`src/hdl/pcpa_pkg.sv`:
```
// Shared types, sizes and codes of the per-CPU page allocator.
// No dependencies; every other file of the block imports this package.
package pcpa_pkg;

    localparam int NUM_CPUS   = 8;
    localparam int NUM_PAGES  = 32768;
    localparam int PAGE_BYTES = 4096;

    localparam int CPU_W  = (NUM_CPUS > 1) ? $clog2(NUM_CPUS) : 1;
    localparam int PAGE_W = (NUM_PAGES > 1) ? $clog2(NUM_PAGES) : 1;
    localparam int HEAD_W = $clog2(NUM_PAGES + 1);
    localparam int OFS_W  = $clog2(PAGE_BYTES);
    localparam int ADDR_W = 32;

    localparam logic CMD_ALLOC = 1'b0;
    localparam logic CMD_FREE  = 1'b1;

    localparam logic [1:0] ST_OK     = 2'd0;
    localparam logic [1:0] ST_EMPTY  = 2'd1;
    localparam logic [1:0] ST_REJECT = 2'd2;

    localparam logic CFG_REGION_START = 1'b0;
    localparam logic CFG_REGION_TOP   = 1'b1;

    typedef struct packed {
        logic              cmd;
        logic [2:0]        cpu;
        logic [ADDR_W-1:0] page_addr;
    } in_item_t;

    typedef struct packed {
        logic [1:0]        status;
        logic [ADDR_W-1:0] alloc_addr;
        logic [2:0]        source_cpu;
    } out_item_t;

    typedef struct packed {
        logic              is_free;
        logic              reject;
        logic [CPU_W-1:0]  cpu;
        logic [PAGE_W-1:0] idx;
    } cls_t;

    function automatic logic [CPU_W-1:0] fold_cpu(input logic [2:0] c);
        int r;
        r = 0;
        for (int v = 0; v < 8; v++)
        begin
            if (c == 3'(v))
            begin
                r = v % NUM_CPUS;
            end
        end
        return CPU_W'(r);
    endfunction

    function automatic logic [2:0] to_src(input logic [CPU_W-1:0] s);
        logic [31:0] w;
        w = 32'(s);
        return w[2:0];
    endfunction

endpackage

```
`src/hdl/pcpa_front.sv`:
```
// Front end: checks free addresses and resolves the requester's list.
// Depends on pcpa_pkg.
module pcpa_front (
    input  pcpa_pkg::in_item_t req,
    input  logic [31:0]        region_start,
    input  logic [31:0]        region_top,
    output pcpa_pkg::cls_t     cls
);
    import pcpa_pkg::*;

    logic [ADDR_W-1:0] base;
    logic [ADDR_W-1:0] diff;
    logic [ADDR_W-1:0] pg;
    logic              bad;

    always_comb
    begin
        base = region_start & ~ADDR_W'(PAGE_BYTES - 1);
        diff = req.page_addr - base;
        pg   = diff >> OFS_W;
        bad  = (req.page_addr[OFS_W-1:0] != '0) || (req.page_addr < region_start) ||
               (req.page_addr >= region_top) || (pg >= ADDR_W'(NUM_PAGES));
        cls.is_free = (req.cmd == CMD_FREE);
        cls.reject  = (req.cmd == CMD_FREE) && bad;
        cls.cpu     = fold_cpu(req.cpu);
        cls.idx     = pg[PAGE_W-1:0];
    end

endmodule

```
`config.mk`:
```
export PLATFORM = sky130hd
export DESIGN_NAME = pcpa_front
export DESIGN_NICKNAME = d
export VERILOG_FILES = /design/src/hdl/pcpa_pkg.sv /design/src/hdl/pcpa_front.sv
export SDC_FILE = /design/constraint.sdc
export NUM_CORES = 1
export LEC_CHECK = 0
export BUFFER_PORTS_ARGS = -buffer_cell sky130_fd_sc_hd__buf_4
export CAP_MARGIN = 0
export CORE_MARGIN = 3
export CORE_UTILIZATION = 49
export DETAILED_ROUTE_END_ITERATION = 6
export GPL_ROUTABILITY_DRIVEN = 0
export PLACE_DENSITY = 0.85
export SYNTH_ARGS = -nofsm -noshare
export SYNTH_HDL_FRONTEND = slang
export SYNTH_SLANG_ARGS = --single-unit
```
`constraint.sdc`:
```
create_clock -name vclk -period 6.4
set_clock_uncertainty 0.1 [all_clocks]
set_input_delay 1.92 -clock vclk [all_inputs]
set_output_delay 1.92 -clock vclk [all_outputs]
set_load 0.01 [all_outputs]
```
======== After elaboration in Yosys (flattened, before gate mapping) ========
Cells that the tools add are included.
storage, ports and cells
  bits in registers ....................... 0
  input port bits ......................... 100
  output and inout port bits .............. 20
  word-level logic and storage cells ...... 23
cells by class
  add/sub/neg operators ................... 1
  order comparisons ....................... 3
  eq/ne operators ......................... 7
  muxes and demuxes ....................... 7
  reductions and logical operators ........ 5
operators with widths
  operator                                                                                count
  32-bit greater-or-equal comparator                                                      1
  32-bit less-than comparator                                                             1
  32-bit subtractor                                                                       1
  20-bit by 16-bit greater-or-equal comparator with 1-bit output (second input constant)  1
  3-bit == test (second input constant)                                                   4
  3-bit two-way mux                                                                       4
  12-bit nonzero test                                                                     1
  3-bit by 2-bit == test with 1-bit output (second input constant)                        2
  2-bit two-way mux                                                                       2
  3-bit by 1-bit == test with 1-bit output (second input constant)                        1
  1-bit logical OR                                                                        3
  1-bit logical AND                                                                       1
  1-bit two-way mux                                                                       1

======== Longest topological paths before layout ========
Gate-level depths: netlist (run 1).
  depth in word-level cells ............... 8
  depth in mapped cells ................... 10
  mapped depth without buffers ............ 10

======== Worst setup path after synthesis (run 1) ========
OpenSTA, ideal clock, no wires.
  path kind ............................... input-to-output
  start ................................... input port req[12] in the netlist's numbering
  end ..................................... output port cls[18] in the netlist's numbering
  data arrival time ....................... 3.834 ns
  required time ........................... 4.380 ns
  setup slack ............................. 0.546 ns
  cell stages on the path ................. 10
  buffers on the path ..................... 0
  path through ............................ inv_1 > ha_1 > fa_1 > nand2b_1 > a211oi_2 > o31ai_2 > a21boi_1 > o21a_1 > o2111ai_1 > o41a_1
RTL lines
  what                line             text
  start: declaration  pcpa_front.sv:4  input pcpa_pkg::in_item_t req,
  end: declaration    pcpa_front.sv:7  output pcpa_pkg::cls_t cls

==> flow_summary.toml, run 1 <==
[layout]
final_cell_mix = "buf_4 (115), inv_1 (70), ha_1 (64)"
stdcell_area_um2 = 3220
fin_util = 0.719
layout_commonest_cell = "buf_4"
n_fill_cell = 373
area_delta_synth_final_pct = 37.8
seqCellArea_um2 = 0
nNetsFinal = 608
seq_cells = 0
clock_buffers = 0
n_antenna_cell = 0
layout-drive-gt1-share = 0.286

[global_routing]
grt_start_max_net_pins = 10
grt_pass1_vias = 2550
grt_overflow = 0
grt.total_usage = 0.222
grt_antenna_before_repair = 0
grt_pass1_wl_um = 10300

[power]
ir_worst_vdd_mv = 0.0615
power_frac_comb = 1.000
p_leak_uw = 0.00187
clock_power_share = 0
switching_share = 0.490
power_switching_uw = 133
seq_power_share = 0
power_density_nw_per_um2 = 84.4
p_int_uw = 139

[synthesis]
synthDominantCellAreaShare = 0.343
syn_area_um2 = 2330
syn_area_per_cell_um2 = 6.97
ys_seq_area_frac = 0
synth_top_cell_by_area = "ha_1"
synthesis.nets = 500
ys.warnings.count = 0
syn_inst = 335
synth_cell_types = 50
synthTopCellsByArea = "ha_1 (34%), inv_1 (11%), a21oi_1 (6.2%)"

[setup_path]
end_kind = "output port"
crit_path_end = "cls[18]"
cp_data_arrival_time_ns = 4.19
cp_common_cell = "buf_4"
slowest_delay_ns = 0.41
critPathMaxFanout = 4
startpoint = "req[12]"
worstSetupPathType = "in -> out"
cp-start-kind = "input pin"
crit_required_ns = 4.38
slowest_stage = "fa_1"
crit_chain = "buf_4 > inv_1 > ha_1 > fa_1 > nand2b_1 > a211oi_2 > o31ai_2 > a21boi_2 > o21a_1 > o2111ai_1 > o41a_1 > buf_4"

[min_path]
min_path_type = "in -> out"

[routing]
dr.first_iter.drc_count = 91
via_per_inst = 5.45
ant_nets = 0
via_count = 2686
routed_wire_length_per_instance_um = 13.3
routed_wl_um = 6570
drc = 0
drt-pass1-iter-count = 4

[sta]
worst_slew_margin_rel = 0.628
setup_viol = 0
period_needed_ns = 6.21
slew_violations = 0
fin_crit_sh = 0.971
fmax_mhz = 161
rsz0062_at_grt = "false"
hold_viol_final = 0
worst_pin_slew_ns = 0.544
holdWs_ns = 3.74
tns_ns = 0

[floorplan]
fp-row-count = 24
ios = 120
die_h_um = 75.0
start_util = 0.522
die_area_um2 = 5630
die-width_um = 75.0
core_um2 = 4470

[run]
max-cap-violations = 0

[place]
placed_cell_area_um2 = 3210
dp_hpwl_um = 5890
io_buffer_count = 114

[run_status]
status = "completed"

[cts]
ctsHoldBuffers = 0
-- critical path, delay by kind of cell --
family	cells	cell delay, ns
buffers and inverters	3	0.28
AND/OR/NAND/NOR	1	0.19
AO/OA/AOI/OAI	6	1.16
adder cells (fa/ha/maj)	2	0.63
-- routing by layer --
metal,routed length (um),global-route usage,vias up
li1,-,-,1400
met1,2910,0.286,1169
met2,3100,0.419,107
met3,502,0.0107,10
met4,61,0.0198,0
met5,0,0,-
-- power by group through the flow --
stage / combinational [uW] / sequential, uW / clock, uW
after floorplan: 159 / 0 / 0
after global placement: 263 / 0 / 0
after detailed placement: 269 / 0 / 0
after CTS: 271 / 0 / 0
after global routing: 301 / 0 / 0
final: 271 / 0 / 0
-- metrics by stage --
stage               power (uW)  setup slack (ns)  instances
finish                     271             0.187        493
global route               301           0.00470        493
CTS                        271             0.136        492
detailed placement         269             0.140        492
global placement           263             0.215        492
floorplan                  159             0.546        335
-- cell usage after synthesis (all sizes together), types with 2 or more instances --
cell type,count
a2111oi,2
a211o,2
a211oi,5
a21o,15
a21oi,31
a31oi,6
a41oi,2
and3,4
buf,5
clkbuf,4
ha,64
inv,71
nand2,13
nand2b,5
nand3,12
nand4,9
nor2,15
nor2b,2
nor3,7
nor4,3
o2111ai,3
o21a,3
o21ai,13
o21bai,4
o22ai,3
o31ai,3
or2,3
xnor2,10
xor2,5
-- kinds of logic after synthesis --
| kind of cell | share of synthesized area |
|---|---|
| buf+inv | 0.135 |
| simple gates | 0.165 |
| fa+ha+maj | 0.352 |
| xor+xnor | 0.0563 |
| compound gates | 0.292 |
-- worst min path at each step --
stage	from	end	slack, ns	cells past startpoint
final	req[32]	cls[15]	3.74	0
after global routing	req[33]	cls[16]	3.74	0
after CTS	req[34]	cls[17]	3.74	0
after detailed placement	req[34]	cls[17]	3.74	0
after global placement	req[34]	cls[17]	3.74	0
after floorplan	req[35]	cls[19]	3.83	1
-- cell type report --
type / count / area [um2] / area share
Inverter: 71 / 267 / 0.0828
Multi-Input combinational cell: 255 / 2020 / 0.629
Tap cell: 52 / 65.1 / 0.0202
Timing Repair Buffer: 115 / 863 / 0.268
-- repair_timing --
| action | CTS | global route |
|---|---|---|
| gates resized for setup | 0 | 1 |
| endpoints found under the setup margin | 0 | 1 |
| buffers inserted | 0 | 1 |
Power figures use the tool's default switching activity.
==> run 2: changes to the inputs <==
CORE_MARGIN = 5   (was 3)
MAX_ROUTING_LAYER = met4   (was default)
==> run 2 against run 1 <==
Sequential share of layout area did not move. Highest routed layer unchanged. Via count rose by 0.93%. Critical path depth did not move.
==> flow_summary.toml, run 2 (synthesis gave the netlist of run 1 again) <==
[run_status]
status = "completed"

[power]
power_density_nw_per_um2 = 84.1
p_leak_uw = 0.00186
ir_worst_vdd_mv = 0.0543

[layout]
stdcell_area_um2 = 3210
layout_commonest_cell = "buf_4"
post_layout_nonfiller_instances = 494
layout-drive-gt1-share = 0.282
seqCellArea_um2 = 0
clock_buffers = 0
final_cell_mix = "buf_4 (114), inv_1 (70), ha_1 (64)"
fin_util = 0.689
seq_cells = 0
multi_input_area_um2 = 2020
nNetsFinal = 607
n_fill_cell = 417
area_delta_synth_final_pct = 37.5
n_antenna_cell = 0

[sta]
worst_pin_slew_ns = 0.488
fin_ws_ns = 0.136
rsz0062_at_grt = "false"
period_needed_ns = 6.26
slew_violations = 0
worst_slew_margin_rel = 0.666
fin_crit_sh = 0.979
tns_ns = 0
setup_viol = 0
fmax_mhz = 160
hold_viol_final = 0

[min_path]
hold_start = "req[32]"
min_path_type = "in -> out"
whs_endpoint = "cls[15]"
hold_depth = 0

[place]
placed_cell_area_um2 = 3210
dp_hpwl_um = 5970
io_buffer_count = 114
place_inst = 494
place_ws_ns = 0.149

[routing]
routed_wl_um = 6600
drc = 0
dr.first_iter.drc_count = 38
via_count = 2711
routed_wire_length_per_instance_um = 13.4
ant_nets = 0
via_per_inst = 5.49
drt-pass1-iter-count = 4

[global_routing]
grt.total_usage = 0.202
grt_antenna_before_repair = 0
grt_pass1_wl_um = 10700
grt_start_max_net_pins = 10
grt_overflow = 0
grt_pass1_vias = 2635

[setup_path]
worstSetupPathType = "in -> out"
crit_required_ns = 4.38
critPathMaxFanout = 4
end_kind = "output port"
cp-start-kind = "input pin"
cp_data_arrival_time_ns = 4.24

[floorplan]
core_um2 = 4660
die_area_um2 = 6240
ios = 120
fp-row-count = 25
die-width_um = 79.0
die_h_um = 79.0
start_util = 0.501

[cts]
ctsHoldBuffers = 0
post_cts_resized = 0
post-cts-setup-buffers = 0

[run]
max-cap-violations = 0
## run 2: cell count changes in the layout (fill, tap and decap cells not counted), sizes merged
cell  change
buf       -1
## run 2: layout make-up
type | instances | area share
inverter | 71 | 0.0830
timing repair buffer | 114 | 0.267
tap | 54 | 0.0211
multi-input combinational | 255 | 0.629
## run 2: worst max path at each step
stage                        from      end  cells past startpoint
after floorplan           req[12]  cls[18]                     10
after global placement    req[12]  cls[18]                     12
after detailed placement  req[12]  cls[18]                     12
after CTS                 req[12]  cls[18]                     12
after global routing      req[12]  cls[18]                     12
final                     req[12]  cls[18]                     12
## run 2: power breakdown
group / switching, uW / leakage, uW / internal [uW]
Clock: 0 / 0 / 0
Sequential: 0 / 0 / 0
Combinational: 131 / 0.00186 / 138
## run 2: worst max-delay path, cell delays in order
cell and delay [ns]:
buf_4 0.10, inv_1 0.04, ha_1 0.23, fa_1 0.41, nand2b_1 0.20, a211oi_2 0.27, o31ai_2 0.13, a21boi_1 0.20
o21a_1 0.14, o2111ai_1 0.11, o41a_1 0.33, buf_4 0.15
## run 2: layer usage
metal / global-route usage / share of wire
met1: 0.260 / 0.45
met4: 0.00515 / 0.0023
met5: - / 0
met3: 0.0125 / 0.067
met2: 0.369 / 0.48
## run 2: per-stage QoR
step | hold WS [ns] | total power, uW
after CTS | 3.74 | 271
after floorplan | 3.83 | 159
after detailed placement | 3.74 | 269
final | 3.74 | 270
after global placement | 3.74 | 264
after global routing | 3.74 | 299
