--- src/hdl/pcpa_pkg.sv ---
// Shared types, sizes and codes of the per-CPU page allocator.
// No dependencies; every other file of the block imports this package.
package pcpa_pkg;

    localparam int NUM_CPUS   = 8;
    localparam int NUM_PAGES  = 32768;
    localparam int PAGE_BYTES = 4096;

    localparam int CPU_W  = (NUM_CPUS > 1) ? $clog2(NUM_CPUS) : 1;
    localparam int PAGE_W = (NUM_PAGES > 1) ? $clog2(NUM_PAGES) : 1;
    localparam int HEAD_W = $clog2(NUM_PAGES + 1);
    localparam int OFS_W  = $clog2(PAGE_BYTES);
    localparam int ADDR_W = 32;

    localparam logic CMD_ALLOC = 1'b0;
    localparam logic CMD_FREE  = 1'b1;

    localparam logic [1:0] ST_OK     = 2'd0;
    localparam logic [1:0] ST_EMPTY  = 2'd1;
    localparam logic [1:0] ST_REJECT = 2'd2;

    localparam logic CFG_REGION_START = 1'b0;
    localparam logic CFG_REGION_TOP   = 1'b1;

    typedef struct packed {
        logic              cmd;
        logic [2:0]        cpu;
        logic [ADDR_W-1:0] page_addr;
    } in_item_t;

    typedef struct packed {
        logic [1:0]        status;
        logic [ADDR_W-1:0] alloc_addr;
        logic [2:0]        source_cpu;
    } out_item_t;

    typedef struct packed {
        logic              is_free;
        logic              reject;
        logic [CPU_W-1:0]  cpu;
        logic [PAGE_W-1:0] idx;
    } cls_t;

    function automatic logic [CPU_W-1:0] fold_cpu(input logic [2:0] c);
        int r;
        r = 0;
        for (int v = 0; v < 8; v++)
        begin
            if (c == 3'(v))
            begin
                r = v % NUM_CPUS;
            end
        end
        return CPU_W'(r);
    endfunction

    function automatic logic [2:0] to_src(input logic [CPU_W-1:0] s);
        logic [31:0] w;
        w = 32'(s);
        return w[2:0];
    endfunction

endpackage

--- src/hdl/pcpa_queue.sv ---
// Two-entry queue of classified commands between front and back end.
// Depends on pcpa_pkg.
module pcpa_queue (
    input  logic           clk,
    input  logic           rst_n,
    input  logic           push,
    input  pcpa_pkg::cls_t push_data,
    input  logic           pop,
    output logic           not_empty,
    output pcpa_pkg::cls_t head_data
);
    import pcpa_pkg::*;

    cls_t       entry_reg [2];
    logic       wr_ptr_reg;
    logic       wr_ptr_next;
    logic       rd_ptr_reg;
    logic       rd_ptr_next;
    logic [1:0] count_reg;
    logic [1:0] count_next;

    assign not_empty = (count_reg != 2'd0);
    assign head_data = entry_reg[rd_ptr_reg];

    always_comb
    begin
        wr_ptr_next = push ? ~wr_ptr_reg : wr_ptr_reg;
        rd_ptr_next = pop ? ~rd_ptr_reg : rd_ptr_reg;
        count_next  = count_reg + 2'(push) - 2'(pop);
    end

    always_ff @(posedge clk or negedge rst_n)
    begin
        if (!rst_n)
        begin
            wr_ptr_reg <= 1'b0;
            rd_ptr_reg <= 1'b0;
            count_reg  <= 2'd0;
        end
        else
        begin
            wr_ptr_reg <= wr_ptr_next;
            rd_ptr_reg <= rd_ptr_next;
            count_reg  <= count_next;
        end
    end

    always_ff @(posedge clk)
    begin
        if (push)
        begin
            entry_reg[wr_ptr_reg] <= push_data;
        end
    end

endmodule

--- config.mk ---
export PLATFORM = sky130hd
export DESIGN_NAME = pcpa_queue
export DESIGN_NICKNAME = d
export VERILOG_FILES = /design/src/hdl/pcpa_pkg.sv /design/src/hdl/pcpa_queue.sv
export SDC_FILE = /design/constraint.sdc
export NUM_CORES = 1
export LEC_CHECK = 0
export BUFFER_PORTS_ARGS = -buffer_cell sky130_fd_sc_hd__buf_4
export CAP_MARGIN = 10
export CORE_ASPECT_RATIO = 1.2
export CORE_MARGIN = 5
export CORE_UTILIZATION = 46
export CTS_CLUSTER_SIZE = 20
export DETAILED_ROUTE_END_ITERATION = 16
export PLACE_DENSITY_LB_ADDON = 0.1
export SLEW_MARGIN = 20
export SYNTH_ARGS = -nofsm -noshare
export SYNTH_HDL_FRONTEND = slang
export SYNTH_SLANG_ARGS = --single-unit
--- constraint.sdc ---
create_clock -name clk -period 1.7 [get_ports clk]
set_input_delay 0.34 -clock clk [delete_from_list [all_inputs] [get_ports clk]]
set_output_delay 0.34 -clock clk [all_outputs]
set_load 0.05 [all_outputs]
-- Word-level counts from Yosys, hierarchy flattened
Memory sizes are Yosys's and may differ from the RTL's.
Cells that the tools add are included.
- bits in registers: 4
- bits in latches: 0
- RAM bits: 40
- ROM bits: 0
- input port bits: 24
- output and inout bits: 21
- logic and storage cells: 11
- memories kept: 1
- memory list (memory ; depth ; width ; read ports ; clocked after memory_dff ; write ports ; RTL line ; text):
    entry_reg ; 2 ; 20 ; 1 ; 0 ; 1 ; pcpa_queue.sv:14 ; cls_t entry_reg [2];
- add/subtract/negate cells: 2
- $mul: 0
- div/mod/pow operators: 0
- order comparisons: 0
- equality and inequality tests: 0
- shift-type cells: 0
- multiplexer cells: 2
- bitwise logic cells: 2
- reduce and logical (&&, ||, !) cells: 1
- operator list (cell ; count):
    adder 2 x 1 -> 2 bit ; 1
    two-way mux 1 bit ; 2
    inverter 1 bit ; 2
    nonzero test 2 bit ; 1
    subtractor 2 x 1 -> 2 bit ; 1

-- Longest topological paths before layout
Gate-level depths: netlist of the first run.
- word-level depth: 2
- depth in mapped cells: 5

-- Least setup slack after synthesis of the first run
OpenSTA, ideal clock, no wires.
- path type: reg2reg
- start point: reg wr_ptr_reg
- end point: mem entry_reg[0][0] (netlist name) (enable)
- arrival time: 1315 ps
- required time: 1301 ps
- setup slack: -14 ps
- cell stages (with the launch flop): 2
- path buffers: 0
- cell sequence: dfrtp_1 > nor2b_1
- RTL lines (item ; RTL line ; text):
    start, declared ; pcpa_queue.sv:15 ; logic wr_ptr_reg;
    start signal, assigned ; pcpa_queue.sv:42 ; wr_ptr_reg <= wr_ptr_next;
    end, declared ; pcpa_queue.sv:14 ;
Straight into the memory's write port.

==> implementation parameters, run 1 <==
Parameter                              Value

Route
  DRC viols    0
  Final Routed Wirelength    between 2 and 3 mm
  Routed via count    854
  Vias per cell    a little under 5
  Drt first pass iters    3
  Remaining antenna violation count    0
  Wire length per cell after detailed routing    15.5 um
  Initial detailed-routing violation count    21

GRT
  Global-route usage over all layers    0.112
  Number of global-route vias before repair    914
  Antenna violations before repair    0
  Largest net degree at the start of global routing    21
  Overflow left after global routing    0
  Wire length of the first global-routing pass    between 4 and 5 mm

Timing
  Post-route minimum period    1690 ps
  Maximum operating frequency    590 MHz
  Number of max-slew violations in the final report    0
  Period utilization    0.997
  Crit path setup slack, layout    just over 5 ps
  Hold Fails Final Rpt    0
  Hold WS    ~230 ps
  Clock Skews    about 2.2 ps
  Final-layout setup total negative slack    0 ps
  Slew Limit Headroom    0.897
  Worst-margin pin slew    roughly 150 ps
  RSZ-0062 raised after global routing    true
  Final setup vio count    0

Synthesis
  Library cell occupying the most area in the post-synthesis netlist    sky130_fd_sc_hd__edfxtp_1
  Share of synthesized area occupied by flip-flops and latches    0.760
  EDFF count, synth    40
  Synth Net Count    between 100 and 150
  Most common library cells after synthesis    sky130_fd_sc_hd__edfxtp_1, sky130_fd_sc_hd__mux2_4, sky130_fd_sc_hd__dfrtp_1
  Total standard cell area after synthesis    0.00171 mm2
  Most used flip-flop cell after synthesis    sky130_fd_sc_hd__edfxtp_1
  Top-count cell post-synth    sky130_fd_sc_hd__edfxtp_1
  Per-instance average area after synthesis    approximately 23 um2
  Cells after Synth    76
  Ys async rst share    0.0909
  YS warnings    0
  FF+latch count, synth    44
  Yosys cell types    12
  Largest cells by area after synthesis    sky130_fd_sc_hd__edfxtp_1, sky130_fd_sc_hd__mux2_4, sky130_fd_sc_hd__dfrtp_1, sky130_fd_sc_hd__ha_1, sky130_fd_sc_hd__xor3_1
  Yosys top cell area share    0.701

Clocking
  Clock tree from TritonCTS    built
  Clock transition at path regs    70 ps
  Count of clock tree sinks    44
  Clock latency on the worst-skew pair    290 ps
  Maximum level of the CTS H-tree    2
  Maximum root-to-sink buffer count    2
  TritonCTS Buffers    5
  Clock root buffer    sky130_fd_sc_hd__clkbuf_8

Power
  Power Dens Cells    between 1500 and 2000 mW/mm2
  Peak VDD IR    1.13 mV
  Total leakage power    0.969 nW
  Post-layout total power    roughly 4.3 mW

Die
  Die height    76.8 um
  Die X    65.7 um
  Placement row count    24
  Core Footprint    0.00360 mm2
  Top-Level Pins    45
  Area of the die    approximately 0.005 mm2
  Initial standard-cell utilization of the core    0.475

Cells and area
  Fraction of layout instances using a drive strength above 1    0.590
  Layout net count    159
  Largest register FFs    40
  Ant diodes    0
  P&R area growth vs syn    35.9%

Placement
  Worst slack at placement    between 200 and 250 ps
  Count of port buffers added during placement    44
  DPL Wire Length    between 1.5 and 2 mm
  Routability cong.    roughly 0.62

Flow run
  Maxcap violations    0

Setup path
  Setup crit start    rd_ptr_reg
  Arrival @ worst endpoint    1350 ps
  Req. time, crit path    1360 ps
  Crit path max fanout    4
  Crit Path Category    flop to output pin
  Category of the worst setup path launch point    flop
  Critical register-to-register path startpoint    count_reg[0]
  CP endpoint kind    output pin

Hold path
  Hold Path Origin    pop
  Hold Crit Class    primary input to flop

Status
  Result of the run    complete, no violations
==> path summary, 6_finish.rpt <==
path                                 end  slack, ps  cells past startpoint
max                        head_data[15]          5                      3
min                           rd_ptr_reg        230                      2
max reg2reg                 count_reg[1]        530                      5
min reg2reg                   wr_ptr_reg        500                      1
max in group asynchronous     rd_ptr_reg       1210                      2
min in group asynchronous     rd_ptr_reg        380                      2
==> worst max-delay path, stage by stage (launching register included) <==
cell and delay, ps:
sky130_fd_sc_hd__dfrtp_2 440, sky130_fd_sc_hd__buf_4 170, sky130_fd_sc_hd__mux2_4 300, sky130_fd_sc_hd__buf_6 150
==> timing repair <==
item | CTS | global route
hold buffers | 1 | 0
endpoints found under the setup margin | 20 | 20
setup buffers | 1 | 0
cloned | 1 | 0
gates resized for setup | 23 | 2
hold endpoints to repair | 4 | 0
==> stage by stage <==
step / cell area [um2] / cells / utilization
floorplan: 1720 / 76 / -
global placement: 2130 / 162 / 0.592
detailed placement: 2130 / 162 / 0.592
CTS: 2320 / 173 / 0.644
global route: 2330 / 173 / 0.646
finish: 2330 / 173 / 0.646
==> power breakdown <==
part	internal (mW)	switching (mW)
logic	0.988	1.23
registers	1.45	0.0834
clock network	0.286	0.312
==> layout make-up <==
type	instances	area [um2]
Fill cell	274	1280
Multi-Input combinational cell	28	388
Tap cell	39	48.8
Sequential cell	44	1300
Clock buffer	7	76.3
Inverter	2	7.51
Timing Repair Buffer	52	500
Clock inverter	1	3.75
==> per-layer routing <==
layer	track usage	share of wire	wire, um	up-vias
li1	-	-	-	404
met1	0.122	0.38	1030	416
met2	0.183	0.53	1410	29
met3	0.0585	0.076	204	5
met4	0.0436	0.016	43	0
met5	0	0	0	-
==> cells in the final DEF, fill, tap and decap left out, types with 2 or more instances in the layout <==
master,Yosys,final
sky130_fd_sc_hd__mux2_4,19,20
sky130_fd_sc_hd__clkbuf_1,0,2
sky130_fd_sc_hd__edfxtp_1,40,40
sky130_fd_sc_hd__inv_1,2,2
sky130_fd_sc_hd__ha_1,2,2
sky130_fd_sc_hd__buf_4,0,28
sky130_fd_sc_hd__buf_12,0,2
sky130_fd_sc_hd__dfrtp_1,4,3
sky130_fd_sc_hd__clkbuf_8,0,5
sky130_fd_sc_hd__buf_6,2,20
sky130_fd_sc_hd__xor2_1,2,2
==> cell families after synthesis <==
kind of cell,count (synthesis),synth area share
flops,44,0.760
buf+inv,4,0.0175
mux,20,0.173
fa+ha+maj,2,0.0146
xor+xnor,3,0.0241
simple gates,3,0.0110
Note: power is estimated with default switching activity, not from simulation.
==> run 2, diff against run 1 <==
--- a/config.mk
+++ b/config.mk
@@ -13,6 +13,7 @@
 export CTS_CLUSTER_SIZE = 20
 export DETAILED_ROUTE_END_ITERATION = 16
 export PLACE_DENSITY_LB_ADDON = 0.1
+export SETUP_SLACK_MARGIN = 0.1
 export SLEW_MARGIN = 20
 export SYNTH_ARGS = -nofsm -noshare
 export SYNTH_HDL_FRONTEND = slang
==> implementation parameters, run 2 (same netlist as run 1, synthesis figures left out) <==
Parameter                              Value

Status
  Result of the run    complete, no violations

Timing
  RSZ-0062 raised after global routing    true
  Slew Limit Headroom    0.897 (about the same)
  Worst-margin pin slew    155 ps (+0.00596 ps)
  Post-route minimum period    1690 ps (+0.0264 ps)
  Final setup vio count    0 (unchanged)
  Final-layout setup total negative slack    0 ps (unchanged)
  Crit path setup slack, layout    5.11 ps (-0.0264 ps)
  Hold WS    229 ps (+0.00600 ps)
  Hold Fails Final Rpt    0 (unchanged)
  Number of max-slew violations in the final report    0 (unchanged)
  Clock Skews    2.39 ps (+0.156 ps)
  Period utilization    0.997 (about the same)
  Maximum operating frequency    590 MHz (about the same)

GRT
  Top Usage Layer GRT    met2
  Wire length of the first global-routing pass    4.16 mm (-0.17%)
  Number of global-route vias before repair    914 (unchanged)
  Antenna violations before repair    0 (unchanged)
  Overflow left after global routing    0 (unchanged)
  Largest net degree at the start of global routing    21 (unchanged)
  Global Route met2 Usage    0.183 (unchanged)
  GR Util met3    0.0556 (-0.00292)
  Global-route usage over all layers    0.112 (-0.000305)
  Global Route met1 Usage    0.123 (+0.000975)

Placement
  Placed instance area    0.00213 mm2 (unchanged)
  Routability cong.    0.618 (unchanged)
  Count of port buffers added during placement    44 (unchanged)
  DPL Wire Length    1.88 mm (unchanged)
  Worst slack at placement    224 ps (unchanged)

Cells and area
  P&R area growth vs syn    36.1%
  Commonest non-fill, non-tap cell in the layout    sky130_fd_sc_hd__edfxtp_1
  Commonest non-fill, non-tap cells in the layout    sky130_fd_sc_hd__edfxtp_1, sky130_fd_sc_hd__buf_4, sky130_fd_sc_hd__mux2_4
  Final Instance Area    0.00233 mm2 (+0.16%)
  Fraction of layout instances using a drive strength above 1    0.590 (unchanged)
  Ant diodes    0 (unchanged)
  Largest register FFs    40 (unchanged)
  Layout net count    159 (unchanged)

Clocking
  Clock tree from TritonCTS    built
  Maximum root-to-sink buffer count    2 (unchanged)
  Clock latency on the worst-skew pair    290 ps (about the same)
  Maximum level of the CTS H-tree    2 (unchanged)
  Clock transition at path regs    70 ps (about the same)
  TritonCTS Buffers    5 (unchanged)
  Count of clock tree sinks    44 (unchanged)
  Clock root buffer    sky130_fd_sc_hd__clkbuf_8

Die
  Core Footprint    0.00360 mm2 (unchanged)
  Placement row count    24 (unchanged)
  Initial standard-cell utilization of the core    0.475 (unchanged)
  Area of the die    0.00505 mm2 (unchanged)
  Die height    76.8 um (unchanged)
  Top-Level Pins    45 (unchanged)
  Die X    65.7 um (unchanged)

Setup path
  Crit-path leading delay family    flip-flops
  Category of the worst setup path launch point    flop
  CP endpoint kind    output pin
  CP max stage cell    sky130_fd_sc_hd__dfrtp_2
  Arrival @ worst endpoint    1350 ps (about the same)
  Critical register-to-register path startpoint    count_reg[0]
  Largest stage delay on the critical path    440 ps (about the same)
  Req. time, crit path    1360 ps (about the same)
  Reg-to-Reg End    count_reg[1]
  Cell depth of the worst flop-to-flop path    5 (unchanged)
  Crit Path Category    flop to output pin
  Crit path max fanout    4 (unchanged)
  Buffering stage count on the worst path with inverters included    2 (unchanged)
  R2R setup slack    530 ps (about the same)
  Critical Path, Cell by Cell    buf_4, mux2_4, buf_6

Power
  Portion of total power attributed to sequential cells    0.352 (about the same)
  Total leakage power    0.970 nW (+0.14%)
  Clock power share    0.137 (about the same)
  Total net switching power    1.63 mW (+0.14%)
  Comb pwr share    0.511 (about the same)
  Net Sw Frac    0.373 (about the same)
  Peak VDD IR    1.13 mV (about the same)
  Power Dens Cells    1870 mW/mm2 (about the same)
  Cell-internal power    2.73 mW (+0.28%)

Route
  Initial detailed-routing violation count    21 (unchanged)
  Drt first pass iters    3 (unchanged)
  Vias per cell    4.94 (+0.12%)
  Remaining antenna violation count    0 (unchanged)
  Final Routed Wirelength    2.69 mm (about the same)
  Routed via count    855 (+0.12%)
  Wire length per cell after detailed routing    15.5 um (about the same)
  DRC viols    0 (unchanged)

Hold path
  Hold Path Origin    pop
  Hold Path Stages    2 (unchanged)
  Sink of the worst hold path    rd_ptr_reg
  Hold Crit Class    primary input to flop

Flow run
  Maxcap violations    0 (unchanged)
==> run 2: changes by cell type in the layout (fill, tap and decap cells not counted) <==
cell / previous run / this run
sky130_fd_sc_hd__buf_6: 20 / 19
sky130_fd_sc_hd__buf_8: 1 / 2
==> run 2: stage by stage <==
step                      cells   util  power (mW)
after floorplan              76      -        3.03
after global placement      162  0.592        3.54
after detailed placement    162  0.592        3.58
after CTS                   173  0.645        4.40
after global routing        173  0.647        4.55
final                       173  0.647        4.36
==> run 2: worst reg2reg max path: cells and delay by family, from the launching register on <==
| family | cells | cell delay (ps) |
|---|---|---|
| flip-flops | 1 | 340 |
| XOR/XNOR | 1 | 220 |
| adder cells (fa/ha/maj) | 2 | 400 |
| buffers and inverters | 2 | 90 |
==> run 2: power by group through the flow <==
| stage | sequential, mW | clock [mW] | combinational, mW |
|---|---|---|---|
| floorplan | 1.54 | 0 | 1.49 |
| global placement | 1.54 | 0 | 2.01 |
| detailed placement | 1.55 | 0 | 2.03 |
| CTS | 1.54 | 0.624 | 2.24 |
| global route | 1.55 | 0.670 | 2.33 |
| finish | 1.53 | 0.598 | 2.23 |
==> run 2: how the worst max path moves through the flow <==
stage	end	from	slack, ps	depth (start not counted)
floorplan	entry_reg[0][0]	wr_ptr_reg	350	1
global placement	head_data[14]	rd_ptr_reg	250	3
detailed placement	head_data[16]	rd_ptr_reg	220	3
CTS	head_data[19]	rd_ptr_reg	-30	3
global route	head_data[11]	rd_ptr_reg	-40	3
finish	head_data[15]	rd_ptr_reg	5	3
==> run 2: per-layer routing <==
layer	vias up	part of all wire
met2	29	0.53
met3	5	0.073
met4	0	0.016
met1	417	0.38
met5	-	0
li1	404	-
==> run 2: cell type report <==
type | instances | area [um2]
Sequential cell | 44 | 1300
Multi-Input combinational cell | 28 | 388
Inverter | 2 | 7.51
Tap cell | 39 | 48.8
Fill cell | 273 | 1270
Clock buffer | 7 | 76.3
Timing Repair Buffer | 52 | 504
Clock inverter | 1 | 3.75
==> run 2: timing repair <==
action,4_1_cts,5_1_grt
gates cloned,1,0
endpoints found under the hold margin,4,0
hold buffers,1,0
setup endpoints to repair,20,20
buffers inserted,1,0
resized for setup,24,2
pin swaps,0,0
==> run 3, diff against run 2 <==
--- a/config.mk
+++ b/config.mk
@@ -5,10 +5,10 @@
 export SDC_FILE = /design/constraint.sdc
 export NUM_CORES = 1
 export LEC_CHECK = 0
+export ABC_AREA = 1
 export BUFFER_PORTS_ARGS = -buffer_cell sky130_fd_sc_hd__buf_4
 export CAP_MARGIN = 10
 export CORE_ASPECT_RATIO = 1.2
-export CORE_MARGIN = 5
 export CORE_UTILIZATION = 46
 export CTS_CLUSTER_SIZE = 20
 export DETAILED_ROUTE_END_ITERATION = 16
==> implementation parameters, run 3 <==
Parameter                              Value

Route
  Final Routed Wirelength    2.69 mm (+0.15%)
  Wire length per cell after detailed routing    12.3 um (-21%)
  DRC viols    2 (+2)
  Initial detailed-routing violation count    55 (+160%)
  Vias per cell    4.71 (-4.7%)
  Routed via count    1032 (+21%)
  Remaining antenna violation count    0 (unchanged)
  Drt first pass iters    12 (+9)

Clocking
  Setup fix buffers added after clock tree synthesis    0 (-1)
  Count of clock tree sinks    44 (unchanged)
  Clock latency on the worst-skew pair    280 ps (about the same)
  TritonCTS Buffers    5 (unchanged)
  Clock transition at path regs    80 ps (about the same)
  Clock root buffer    sky130_fd_sc_hd__clkbuf_8
  Maximum level of the CTS H-tree    2 (unchanged)
  Maximum root-to-sink buffer count    2 (unchanged)
  Clock tree from TritonCTS    built

Cells and area
  Largest register FFs    40 (unchanged)
  Fraction of layout instances using a drive strength above 1    0.335 (-0.254)
  Area of the multi-input gates    274 um2 (-29%)
  Ant diodes    0 (unchanged)
  Count of filler cells inserted in the layout    244 (-11%)
  P&R area growth vs syn    36.6%
  Area taken by flip-flops and latches    0.00130 mm2 (about the same)
  Commonest non-fill, non-tap cells in the layout    sky130_fd_sc_hd__edfxtp_1, sky130_fd_sc_hd__buf_4, sky130_fd_sc_hd__inv_1, sky130_fd_sc_hd__nand2_1, sky130_fd_sc_hd__buf_6
  Layout net count    207 (+30%)
  Core utilization of the finished layout    0.670 (+0.0232)
  Commonest non-fill, non-tap cell in the layout    sky130_fd_sc_hd__edfxtp_1

Setup path
  Arrival @ worst endpoint    1250 ps (-100 ps)
  Setup crit start    rd_ptr_reg
  Critical Path, Cell by Cell    buf_6, o21ai_1, buf_6
  Crit Path Category    flop to output pin
  Largest stage delay on the critical path    420 ps (-20 ps)
  Crit path max fanout    17 (+13)
  CP max stage cell    sky130_fd_sc_hd__dfrtp_1
  Req. time, crit path    1360 ps (about the same)
  Category of the worst setup path launch point    flop
  Critical register-to-register path startpoint    wr_ptr_reg
  CP endpoint kind    output pin
  Cell occurring most often along the worst timing path    sky130_fd_sc_hd__buf_6

Synthesis
  EDFF count, synth    40 (unchanged)
  Share of synthesized area occupied by flip-flops and latches    0.774 (+0.0147)
  Top-count cell post-synth    sky130_fd_sc_hd__edfxtp_1
  Per-instance average area after synthesis    13.1 um2 (-42%)
  Synth Net Count    154 (+51%)
  Cells after Synth    128 (+68%)
  FF+latch count, synth    44 (unchanged)
  Yosys top cell area share    0.715 (+0.0136)
  YS warnings    0 (unchanged)
  Most common library cells after synthesis    sky130_fd_sc_hd__edfxtp_1, sky130_fd_sc_hd__inv_1, sky130_fd_sc_hd__nand2_1, sky130_fd_sc_hd__o21ai_0, sky130_fd_sc_hd__dfrtp_1
  Yosys cell types    11 (-1)
  Total standard cell area after synthesis    0.00168 mm2 (-1.9%)
  Largest cells by area after synthesis    sky130_fd_sc_hd__edfxtp_1, sky130_fd_sc_hd__inv_1, sky130_fd_sc_hd__nand2_1, sky130_fd_sc_hd__dfrtp_1, sky130_fd_sc_hd__o21ai_0
  Most used flip-flop cell after synthesis    sky130_fd_sc_hd__edfxtp_1
  Library cell occupying the most area in the post-synthesis netlist    sky130_fd_sc_hd__edfxtp_1
  Ys async rst share    0.0909 (unchanged)

GRT
  Wire length of the first global-routing pass    4.35 mm (+4.5%)
  Number of global-route vias before repair    1042 (+14%)
  Global-route usage over all layers    0.156 (+0.0437)
  Antenna violations before repair    0 (unchanged)
  Largest net degree at the start of global routing    25 (+19%)
  Overflow left after global routing    0 (unchanged)

Hold path
  Hold Crit Class    primary input to flop
  Hold Path Origin    push_data[10]

Timing
  Slew Limit Headroom    0.813 (-0.0838)
  Number of max-slew violations in the final report    0 (unchanged)
  Period utilization    0.936 (-0.0612)
  Post-route minimum period    1590 ps (-104 ps)
  Final-layout setup total negative slack    0 ps (unchanged)
  Hold Fails Final Rpt    0 (unchanged)
  RSZ-0062 raised after global routing    true
  Worst-margin pin slew    280 ps (+126 ps)
  Hold WS    236 ps (+6.84 ps)
  Clock Skews    1.15 ps (-1.24 ps)
  Final setup vio count    0 (unchanged)
  Maximum operating frequency    629 MHz (+6.5%)

Placement
  Routability cong.    0.691 (+12%)
  DPL Wire Length    1.87 mm (-0.43%)
  Count of port buffers added during placement    44 (unchanged)

Power
  Clock power share    0.165 (+0.028)
  Net Sw Frac    0.419 (+0.0454)
  Power Dens Cells    1980 mW/mm2 (+5.8%)
  Total leakage power    1.01 nW (+4.3%)
  Comb pwr share    0.500 (-0.011)
  Portion of total power attributed to sequential cells    0.335 (-0.017)
  Cell-internal power    2.64 mW (-3.4%)
  Peak VDD IR    1.13 mV (-0.41%)
  Total net switching power    1.90 mW (+17%)

Die
  Core Footprint    0.00342 mm2 (-5.0%)
  Die height    68.2 um (-11%)
  Top-Level Pins    45 (unchanged)
  Area of the die    0.00390 mm2 (-23%)
  Initial standard-cell utilization of the core    0.491 (+0.0153)
  Die X    57.2 um (-13%)
  Placement row count    23 (-4.2%)

Status
  Violations in the final reports    DRC
  Result of the run    complete, but fails checks

Flow run
  Maxcap violations    0 (unchanged)
## run 3: cell count changes in the layout (fill, tap and decap cells not counted), moves of 2 or more
| cell | previous run | this run |
|---|---|---|
| sky130_fd_sc_hd__nand2_1 | 0 | 27 |
| sky130_fd_sc_hd__inv_1 | 2 | 27 |
| sky130_fd_sc_hd__mux2_4 | 20 | 0 |
| sky130_fd_sc_hd__o21ai_1 | 0 | 15 |
| sky130_fd_sc_hd__o21ai_2 | 0 | 5 |
| sky130_fd_sc_hd__buf_8 | 2 | 0 |
| sky130_fd_sc_hd__clkbuf_1 | 2 | 0 |
## run 3: layout make-up
type,instances,share of cell area
sequential,44,0.567
tap,37,0.0202
timing repair buffer,50,0.203
multi-input combinational,53,0.119
clock inverter,3,0.0164
clock buffer,5,0.0300
inverter,27,0.0442
## run 3: critical path: cells and delay by family, from the launching register on
family	cells	cell delay [ps]
compound gates	1	190
flops	1	420
buf+inv	2	350
## run 3: per-layer routing
| layer | track usage | up-vias | share of wire |
|---|---|---|---|
| met3 | 0.0643 | 5 | 0.047 |
| met4 | 0.0640 | 0 | 0.016 |
| met1 | 0.157 | 476 | 0.40 |
| met2 | 0.285 | 29 | 0.53 |
| li1 | - | 522 | - |
| met5 | 0 | - | 0 |
## run 3: path summary, 6_finish.rpt
path                                     to  slack (ps)  cells past startpoint
max                           head_data[19]         110                      3
min                        entry_reg[0][10]         240                      1
max reg2reg                entry_reg[0][13]         560                      2
min reg2reg                      wr_ptr_reg         520                      1
max in group asynchronous      count_reg[1]        1210                      2
min in group asynchronous        rd_ptr_reg         390                      2
## run 3: logic make-up (layout without fill, tap and decap cells)
family	after synthesis	in the layout	share of synthesized area
fa+ha+maj	2	2	0.0149
buf+inv	31	85	0.0752
xor+xnor	2	2	0.0104
simple gates	29	29	0.0655
compound gates	20	20	0.0596
flops	44	44	0.774
## run 3: power by group through the flow
stage | combinational [mW] | sequential (mW) | clock, mW
floorplan | 1.44 | 1.53 | 0
global placement | 2.00 | 1.53 | 0
detailed placement | 2.03 | 1.54 | 0
CTS | 2.04 | 1.51 | 0.779
global route | 2.42 | 1.54 | 0.816
finish | 2.27 | 1.52 | 0.747
## run 3: stage by stage
| stage | std cells | power (mW) | cell area, um2 | worst slack (ps) |
|---|---|---|---|---|
| after floorplan | 128 | 2.97 | 1680 | 62.4 |
| after CTS | 219 | 4.33 | 2190 | 92.4 |
| final | 219 | 4.54 | 2290 | 109 |
| after global routing | 219 | 4.78 | 2290 | 35.8 |
| after detailed placement | 210 | 3.57 | 2070 | 413 |
| after global placement | 210 | 3.52 | 2070 | 419 |
## run 3: timing repair
item,CTS,global route
resized for setup,0,28
endpoints found under the setup margin,6,20
cloned,0,0
hold buffers,1,0
endpoints found under the hold margin,4,0
